$ cat src/design/mec_pkg.sv
package mec_pkg;

    localparam int FRAC_BITS = 60;
    localparam int MAX_DIM   = 4096;

    localparam logic [63:0] SMAX = 64'h7FFF_FFFF_FFFF_FFFF;
    localparam logic [63:0] SMIN = 64'h8000_0000_0000_0000;
    localparam logic [63:0] FOUR = 64'(64'd4 << FRAC_BITS);

    localparam int PROD_W = 75;

    localparam logic [7:0] CFG_CENTER_REAL    = 8'd0;
    localparam logic [7:0] CFG_CENTER_IMAG    = 8'd1;
    localparam logic [7:0] CFG_PIXEL_STEP     = 8'd2;
    localparam logic [7:0] CFG_NUM_COLS       = 8'd3;
    localparam logic [7:0] CFG_NUM_ROWS       = 8'd4;
    localparam logic [7:0] CFG_MAX_ITERATIONS = 8'd5;

    typedef struct packed {
        logic [11:0] pixel_x;
        logic [11:0] pixel_y;
    } t_pixel;

    typedef struct packed {
        logic [15:0] escape_count;
        logic        reached_limit;
    } t_result;

    typedef struct packed {
        logic [63:0] center_real;
        logic [63:0] center_imag;
        logic [62:0] pixel_step;
        logic [12:0] num_cols;
        logic [12:0] num_rows;
    } t_view;

    typedef struct packed {
        logic [63:0] c_re;
        logic [63:0] c_im;
    } t_coord;

    function automatic logic [63:0] sat_add(input logic [63:0] a, input logic [63:0] b);
        logic [63:0] s;
        s = a + b;
        if (((a ^ s) & (b ^ s)) >> 63 != 64'd0) begin
            return a[63] ? SMIN : SMAX;
        end
        return s;
    endfunction

    function automatic logic [63:0] sat_sub(input logic [63:0] a, input logic [63:0] b);
        logic [63:0] s;
        s = a - b;
        if (((a ^ b) & (a ^ s)) >> 63 != 64'd0) begin
            return a[63] ? SMIN : SMAX;
        end
        return s;
    endfunction

    // Caps an exact unsigned product at the largest positive value.
    function automatic logic [63:0] cap_pos(input logic [PROD_W-1:0] v);
        if (v > PROD_W'(SMAX)) begin
            return SMAX;
        end
        return v[63:0];
    endfunction

    // Finishes a fixed-point product from the full magnitude product.
    function automatic logic [63:0] q_finish(input logic [127:0] prod, input logic neg);
        logic [127:0] sh;
        sh = prod >> FRAC_BITS;
        if (!neg) begin
            return (sh > {64'd0, SMAX}) ? SMAX : sh[63:0];
        end
        return (sh > {64'd0, SMIN}) ? SMIN : (64'd0 - sh[63:0]);
    endfunction

endpackage

$ cat src/design/mec_queue.sv
module mec_queue
    import mec_pkg::*;
(
    input  logic   i_clk,
    input  logic   i_rst_n,
    input  logic   i_push,
    input  t_coord i_data,
    output logic   o_full,
    output logic   o_valid,
    input  logic   i_pop,
    output t_coord o_data
);

    t_coord     r_e0, r_e1;
    logic [1:0] r_cnt, n_cnt;
    logic       pop, push;
    logic [1:0] slot;

    assign pop     = i_pop && (r_cnt != 2'd0);
    assign push    = i_push && (r_cnt != 2'd2);
    assign slot    = r_cnt - {1'b0, pop};
    assign n_cnt   = slot + {1'b0, push};
    assign o_full  = (r_cnt == 2'd2);
    assign o_valid = (r_cnt != 2'd0);
    assign o_data  = r_e0;

    always_ff @(posedge i_clk) begin
        if (!i_rst_n) begin
            r_cnt <= 2'd0;
        end else begin
            r_cnt <= n_cnt;
        end
    end

    always_ff @(posedge i_clk) begin
        if (pop && r_cnt == 2'd2) begin
            r_e0 <= r_e1;
        end
        if (push && slot == 2'd0) begin
            r_e0 <= i_data;
        end
        if (push && slot == 2'd1) begin
            r_e1 <= i_data;
        end
    end

endmodule

$ cat config.mk
export PLATFORM = sky130hd
export DESIGN_NAME = mec_queue
export DESIGN_NICKNAME = d
export VERILOG_FILES = /design/src/design/mec_pkg.sv /design/src/design/mec_queue.sv
export SDC_FILE = /design/constraint.sdc
export NUM_CORES = 1
export LEC_CHECK = 0
export BUFFER_PORTS_ARGS = -buffer_cell sky130_fd_sc_hd__buf_2
export CORE_MARGIN = 8
export CORE_UTILIZATION = 55
export DETAILED_ROUTE_END_ITERATION = 8
export GPL_ROUTABILITY_DRIVEN = 0
export GPL_TIMING_DRIVEN = 0
export PLACE_DENSITY_LB_ADDON = 0.3
export SYNTH_ARGS = -nofsm -noshare
export SYNTH_HDL_FRONTEND = slang
export SYNTH_SLANG_ARGS = --single-unit
$ cat constraint.sdc
create_clock -name i_clk -period 9.3 [get_ports i_clk]
set_input_delay 0.93 -clock i_clk [delete_from_list [all_inputs] [get_ports i_clk]]
set_output_delay 0.93 -clock i_clk [all_outputs]
set_load 0.01 [all_outputs]
==> out/qor.txt, run 1 <==
DRT iter0 DRCs: 182
Max VDD drop: 0.554 mV
Layout fillers: 1,127
Syn-to-layout area delta: 25.3%
Final hold vios: 0
Setup Viol. Count Final: 0
Clk root buf: clkbuf_16
Synthesized flop and latch total: 258
Largest net degree at the start of global routing: 70
Slew Limit Headroom: 38.8%
Core area: 0.0171 sq mm
GR Overflow Total: 0
Kind of critical path: flop to flop
Mapped Area: 0.00947 sq mm
Post-cts sizing count: 0
Worst Skew: 0.0104 ns
Synthesis Warnings: 0
Outcome: finished, final reports clean
DR WL/cell: 20.4 microns
CP Data Required Time: 9.46 ns
Slowest CP cell: nand2_4
Leak Pwr: 4.50 nW
Post-route setup slack: 6.25 ns
Synth top area share: 81.2%
Leading area contributor after synthesis: edfxtp_1
Chip height: 147 microns
Post-Syn Area per Cell: 22.5 sq um
Clock tree buffer depth: 3
Fmax: 0.328 GHz
Clk slew on worst S/H paths: 0.06 ns
Vias per cell: 5.19
Crit-path max cell delay: 0.61 ns
Cells along the critical path: or2_2 > and2_1 > ha_1 > nand3b_4 > buf_6 > buf_6 > nand2_4 > buf_16
Post-place instance area: 0.0111 sq mm
Worst Max-Slew Pin Slew: 0.918 ns
Max cap viols: 0
Layout cells sized above 1: 60.6%
Syn Inst Count: 421
CP startpoint kind: flop
Fin crit share: 32.8%
First-pass iteration count of the detailed router: 4
CP arrival: 3.21 ns
Post-synth cell types: 19
Detailed Route WL: 19,500 microns
First-pass GRT wire length: 29,200 microns
Post-cts hold buffer count: 0
Post-CTS Setup Inserts: 0
I/O Pins: 262
PwrDens: 347 mW/mm^2
Hold crit path type: flop to flop
Nets@finish: 844
Final min period: 3.05 ns
Die X: 147 microns
Commonest non-fill, non-tap cell in the layout: buf_2
Final ANT Viol Nets: 0
Row count: 48
Multi-input logic area: 0.00159 sq mm
Syn_nets: 554
Sequential-to-total area share from yosys stat: 81.6%
Setup TNS: 0 ns
Clk_lat worst skew: 0.50 ns
Slew Viols, Final: 0
CP Max Fanout: 69
Place WS: 5.89 ns
Vias in the first global route: 5,291
Total power: 4.12 mW
CTS H-tree lvls: 1
Finished Cell Area: 0.0119 sq mm
CP most frequent cell: buf_6
Sequential Area: 0.00773 sq mm
Via count: 4,943
Number of remaining DRC errors: 0
PortBufs: 261
Die ar.: 0.0217 sq mm
Initial antenna violation count: 4
RSZ-0062 raised after global routing: no
Hpwl dp: 13,700 microns
Min Hold Slack: 0.544 ns
CTS Buf Count: 25
Synth top area cells: edfxtp_1, mux2_2, buf_6, clkbuf_8, dfxtp_1
CTS tree: done
# clock sinks: 258
Most frequent cells in the layout: buf_2, edfxtp_1, mux2_2, clkbuf_16, buf_6
Starting Density: 55.5%
Global Route Usage Sum: 17.1%
CP Capture Type: flop
[worst max-delay path: cells and delay by family (launching register included)]
kind                     cells  cell delay, ns
adder cells (fa/ha/maj)      1            0.37
flip-flops                   1            0.37
buffers and inverters        3            0.68
AND/OR/NAND/NOR              4            1.20
[cells in the mapped netlist, drive strengths merged]
cell    instances
and3b           1
o21ai           2
and2            2
nand2b          1
mux2          128
nand2           4
buf            10
nor2b           2
nand3           1
nor3            1
mux2i           2
or2             1
clkbuf          4
ha              1
edfxtp        256
nand3b          1
dfxtp           2
inv             2
[layer usage]
metal | global-route usage, % | routed length, microns
met1 | 20.1 | 7460
met2 | 29.1 | 9870
met3 | 6.21 | 1740
met4 | 4.54 | 382
met5 | 0 | 18
[cells by family (layout without fill, tap and decap cells)]
| family | count (synthesis) | after routing | share of synthesized area, % |
|---|---|---|---|
| fa+ha+maj | 1 | 1 | 0.132 |
| simple gates | 14 | 14 | 0.964 |
| buf+inv | 16 | 318 | 1.78 |
| flops | 258 | 258 | 81.6 |
| mux | 130 | 130 | 15.4 |
| compound gates | 2 | 2 | 0.106 |
| other cells | 0 | 4 | 0 |
[registers in the layout (all words and copies together), names as in the netlist]
register	count
r_e1	128
r_cnt	2
o_data	128
[power by group]
group | internal [mW] | switching, mW | total, mW
Combinational | 0.533 | 0.697 | 1.23
Clock | 0.542 | 0.382 | 0.924
Sequential | 1.87 | 0.0971 | 1.96
[path summary, 6_finish.rpt]
kind,endpoint,startpoint,slack [ns],depth (start not counted)
worst min register to register,o_data[77],r_e1[77],0.54,1
worst max-delay path,o_data[16],r_cnt[1],6.25,8
worst max register to register,o_data[16],r_cnt[1],6.25,8
worst min-delay path,o_data[77],r_e1[77],0.54,1
[metrics by stage]
step                      util [%]  instances
after floorplan                  -        421
after global placement        64.8        907
after detailed placement      65.2        909
after CTS                     69.5        948
after global routing          69.5        950
final                         69.6        952
[cell type report]
type	instances	area share [%]
clock buffers	31	5.46
multi-input cells	147	13.4
plain buffers	14	1.36
flip-flops and latches	258	65.1
diodes	4	0.0843
well taps	225	2.37
inverters	2	0.0633
clock inverters	8	0.717
repair buffers	263	11.5
Note: power is estimated with default switching activity, not from simulation.
==> inputs of run 2 (changes only) <==
ABC_AREA = 1   (was unset)
CORE_UTILIZATION = 53   (was 55)
clock period = 2.9 ns   (was 9.3 ns; I/O delays follow)
==> run 2 against run 1 <==
  * Power rose to 3.6 times the previous value
  * Synthesized area rose by 7.6%
  * Wire length rose by 29%
  * Highest routed layer is now met4
  * Critical endpoint is now r_e1[72]
  * Clock skew fell by 0.0022 ns
==> out/qor.txt, run 2 <==
Outcome: finished, final reports clean
Synth top area cells: edfxtp_1, o21ai_2, nand2_1, inv_1, buf_6
Clk_lat worst skew: 0.51 ns
Number of remaining DRC errors: 0
Most frequent cells in the layout: buf_2, edfxtp_1, nand2_1, inv_1, dlygate4sd3_1
PwrDens: 1050 mW/mm^2
Min Hold Slack: 0.183 ns
Nets@finish: 1,259
Worst Max-Slew Pin Slew: 0.819 ns
Syn-to-layout area delta: 39.4%
Post-synth top cells: edfxtp_1, nand2_1, inv_1
Fmax: 0.404 GHz
PortBufs: 261
Synthesis Warnings: 0
Fin crit share: 85.4%
First-pass GRT wire length: 38,700 microns
Clk slew on worst S/H paths: 0.06 ns
Ys async rst share: 0%
Place WS: 0.394 ns
I/O Pins: 262
EDFF count, synth: 256
CP startpoint kind: flop
Global Route Usage Sum: 20.5%
Slew Limit Headroom: 45.2%
CTS H-tree lvls: 1
Max VDD drop: 0.703 mV
Leak Pwr: 6.14 nW
Post-synth cell types: 17
Syn Inst Count: 699
Commonest non-fill, non-tap cell in the layout: buf_2
GR Overflow Total: 0
Post-Syn Area per Cell: 14.6 sq um
Final hold vios: 0
Top-count cell post-synth: edfxtp_1
Layout cells sized above 1: 39.7%
Clk root buf: clkbuf_16
Detailed Route WL: 25,200 microns
Worst Skew: 0.00825 ns
Initial antenna violation count: 1
CP Data Required Time: 3.15 ns
Final min period: 2.48 ns
Hpwl dp: 16,100 microns
Core area: 0.0188 sq mm
Vias per cell: 4.87
DRT iter0 DRCs: 341
# clock sinks: 258
Clock tree buffer depth: 3
Vias in the first global route: 7,244
Sequential-to-total area share from yosys stat: 75.9%
Leading area contributor after synthesis: edfxtp_1
Post-route setup slack: 0.424 ns
First-pass iteration count of the detailed router: 5
Largest net degree at the start of global routing: 38
CTS Buf Count: 27
Finished Cell Area: 0.0142 sq mm
Synthesized flop and latch total: 258
Hold crit path type: input pin to flop
Row count: 50
Post-place instance area: 0.0120 sq mm
Via count: 6,730
Mapped Area: 0.0102 sq mm
CTS tree: done
Ys flop type: edfxtp_1
Die ar.: 0.0239 sq mm
CP Max Fanout: 37
Max cap viols: 0
Kind of critical path: flop to flop
RSZ-0062 raised after global routing: no
CP arrival: 2.73 ns
Final ANT Viol Nets: 0
Starting Density: 54.3%
CP Capture Type: flop
Setup Viol. Count Final: 0
Die X: 155 microns
Finished Core Util: 75.7%
Layout fillers: 1,109
DR WL/cell: 18.2 microns
Chip height: 155 microns
Syn_nets: 832
Synth top area share: 75.5%
Slew Viols, Final: 0
## run 2: changes by cell type after synthesis, moves of 3 or more
| cell | before | now |
|---|---|---|
| clkbuf_8 | 4 | 0 |
| inv_1 | 2 | 136 |
| o21ai_2 | 0 | 109 |
| mux2_2 | 128 | 0 |
| o21ai_0 | 2 | 19 |
| nand2_1 | 4 | 138 |
| buf_6 | 9 | 25 |
| a21oi_1 | 0 | 3 |
## run 2: worst paths after layout
path,to,slack [ns],startpoint,cells after the start
worst max-delay path,r_e1[72],0.42,r_cnt[1],10
worst min-delay path,r_cnt[0],0.18,i_push,4
worst max register to register,r_e1[72],0.42,r_cnt[1],10
worst min register to register,o_data[108],0.52,r_e1[108],2
## run 2: layout make-up
cell class / instances / area, sq um / share of cell area [%]
diodes: 1 / 2.50 / 0.0176
well taps: 234 / 293 / 2.06
clock buffers: 35 / 706 / 4.97
multi-input cells: 276 / 1680 / 11.8
flip-flops and latches: 258 / 7730 / 54.4
plain buffers: 28 / 310 / 2.18
clock inverters: 14 / 195 / 1.37
inverters: 137 / 520 / 3.66
repair buffers: 398 / 2770 / 19.5
## run 2: per-layer routing
| layer | wire length [microns] | global-route usage [%] | part of all wire [%] | up-vias |
|---|---|---|---|---|
| met4 | 821 | 7.79 | 3.3 | 0 |
| met5 | 0 | 0 | 0 | - |
| met1 | 9250 | 22.6 | 37 | 3209 |
| li1 | - | - | - | 3215 |
| met3 | 1650 | 4.57 | 6.6 | 60 |
| met2 | 13400 | 38.1 | 53 | 246 |
## run 2: metrics by stage
stage               power (mW)  TNS (ns)  instances
floorplan                 9.35    -62.38        699
global placement          11.1   -359.62       1194
detailed placement        11.4         0       1202
CTS                       15.0         0       1380
global route              15.7         0       1381
finish                    15.0         0       1381
## run 2: worst max-delay path, stage by stage, from the launching register on
cell and delay [ns]:
dfxtp_4 0.38, inv_4 0.06, a21oi_4 0.16, ha_4 0.16, inv_2 0.04, nand2_1 0.05, nand2_1 0.06, nand3_2 0.10
clkinvlp_4 0.55, buf_12 0.42, buf_12 0.21
## run 2: cell families (layout without fill, tap and decap cells)
kind of cell,after synthesis,in the layout,share of synthesized area (%)
and+or+nand+nor,143,143,5.43
adders and majority gates,1,1,0.123
buffers and inverters,165,612,8.09
other,0,1,0
DFF,258,258,75.9
AOI/OAI and AO/OA,132,132,10.5
## run 2: what timing repair did
action	in CTS	in global routing
setup buffers	0	0
hold buffers	129	0
endpoints found under the hold margin	129	0
gates resized for setup	0	0
## run 2: report_power, final
part / leakage (nW) / internal [mW] / switching, mW
clock: 0.440 / 2.16 / 1.35
combinational: 3.29 / 1.88 / 3.05
sequential: 2.42 / 6.13 / 0.407
==> inputs of run 3 (changes only) <==
CORE_ASPECT_RATIO = 1.25   (was unset)
CORE_MARGIN = 3   (was 8)
SKIP_LAST_GASP = 1   (was unset)
==> run 3 against run 2 <==
  * Via count up 0.30%
  * Sequential cell count unchanged
  * Global-route usage up 2.3 points
  * Die area down 12%
  * Sequential share of layout area up 0.67 points
==> out/qor.txt, run 3 (same netlist as run 2, synthesis figures left out) <==
Outcome: finished, final reports clean
Core area: 0.0188 sq mm
Worst Max-Slew Pin Slew: 0.812 ns
Finished Core Util: 74.4%
Crit-path max cell delay: 0.50 ns
CP Capture Type: flop
Syn-to-layout area delta: 37.7%
Finished Cell Area: 0.0140 sq mm
Commonest non-fill, non-tap cell in the layout: buf_2
CTS H-tree lvls: 1
CTS tree: done
Nets@finish: 1,257
Via count: 6,750
DRT iter0 DRCs: 339
CP Max Fanout: 36
Vias in the first global route: 7,181
Fmax: 0.403 GHz
Post-place instance area: 0.0120 sq mm
Die X: 130 microns
Layout cells sized above 1: 39.3%
Reg power frac: 45.5%
Die ar.: 0.0209 sq mm
Sw Ratio: 33.0%
GR Overflow Total: 0
# clock sinks: 258
Final ANT Viol Nets: 0
Row count: 56
CTS Buf Count: 25
Sw power: 4.73 mW
Starting Density: 54.0%
Hold crit path type: input pin to flop
Clk slew on worst S/H paths: 0.06 ns
Post-route setup slack: 0.416 ns
Internal power: 9.59 mW
Critical path's top delay family: buffers and inverters
Final min period: 2.48 ns
Slew Viols, Final: 0
Number of remaining DRC errors: 0
Sequential Area: 0.00773 sq mm
DR WL/cell: 17.2 microns
First-pass iteration count of the detailed router: 5
Clock tree buffer depth: 3
Post-cts sizing count: 0
Clk root buf: clkbuf_16
Layout fillers: 1,163
Clk_lat worst skew: 0.51 ns
WP buf/inv: 5
Hpwl dp: 14,700 microns
CP startpoint kind: flop
Initial antenna violation count: 5
Clock power share: 20.3%
CP Data Required Time: 3.15 ns
Cells along the critical path: inv_4 > a21oi_4 > ha_4 > inv_2 > nand2_1 > nand2_1 > nand3_2 > clkinvlp_4 > buf_12 > buf_12
Final hold vios: 0
CP arrival: 2.73 ns
Setup Viol. Count Final: 0
Setup TNS: 0 ns
Chip height: 161 microns
Max VDD drop: 0.806 mV
Global Route Usage Sum: 22.9%
Place WS: 0.425 ns
Vias per cell: 4.89
Most frequent cells in the layout: buf_2, edfxtp_1, nand2_1, inv_1, dlygate4sd3_1
Worst Skew: 0.0101 ns
I/O Pins: 262
PwrDens: 1020 mW/mm^2
Multi-input logic area: 0.00168 sq mm
PortBufs: 261
Fin crit share: 85.6%
Combinational fraction of design power: 34.2%
Slowest CP cell: clkinvlp_4
RSZ-0062 raised after global routing: no
First-pass GRT wire length: 37,400 microns
Detailed Route WL: 23,800 microns
Slew Limit Headroom: 45.6%
Largest net degree at the start of global routing: 39
Kind of critical path: flop to flop
Leak Pwr: 6.05 nW
Max cap viols: 0
run 3: changes by cell type in the layout (fill, tap and decap cells not counted), sizes merged:
cell      change
bufinv        -5
clkbuf        -5
clkinv        +5
clkinvlp      +1
diode         +4
run 3: what timing repair did:
action	in CTS	in global routing
hold endpoints to repair	129	0
hold buffers	129	0
setup buffers	0	0
run 3: final cells by class:
cell class,count,share of cell area (%)
plain buffers,28,2.21
flip-flops and latches,258,55.1
multi-input cells,276,11.9
inverters,137,3.71
well taps,232,2.07
clock inverters,15,0.535
diodes,5,0.0892
clock buffers,30,4.59
repair buffers,398,19.8
run 3: worst paths after layout:
kind	start	end	slack, ns	depth (start not counted)
setup reg to reg	r_cnt[1]	r_e1[66]	0.42	10
hold / removal	i_push	r_cnt[0]	0.18	4
hold reg to reg	r_e1[110]	o_data[110]	0.52	2
setup / recovery	r_cnt[1]	r_e1[66]	0.42	10
run 3: metrics by stage:
stage                     power (mW)  instances  hold slack (ns)
after floorplan                 9.35        699            0.389
after global placement          11.1       1192            0.481
after detailed placement        11.3       1200            0.482
after CTS                       14.4       1374            0.154
after global routing            15.1       1379            0.195
final                           14.3       1379            0.176
run 3: worst reg2reg max path, cell delays in order, from the launching register on:
cell	delay (ns)
dfxtp_4	0.37
inv_4	0.06
a21oi_4	0.16
ha_4	0.17
inv_2	0.04
nand2_1	0.08
nand2_1	0.08
nand3_2	0.11
clkinvlp_4	0.50
buf_12	0.40
buf_12	0.22
run 3: per-layer routing:
| layer | vias to the layer above | global-route usage [%] | part of all wire [%] |
|---|---|---|---|
| met5 | - | 0 | 0 |
| li1 | 3224 | - | - |
| met1 | 3218 | 27.4 | 37 |
| met4 | 0 | 9.74 | 4.4 |
| met3 | 69 | 4.33 | 6.3 |
| met2 | 239 | 40.1 | 53 |
run 3: power groups by stage:
stage          Sequential (mW)  Combinational (mW)  Clock (mW)
2_1_floorplan             7.17                2.19           0
5_1_grt                   6.65                5.33        3.12
3_3_place_gp              6.69                4.39           0
6_report                  6.52                4.89        2.91
4_1_cts                   6.51                4.89        2.96
3_5_place_dp              6.57                4.74           0
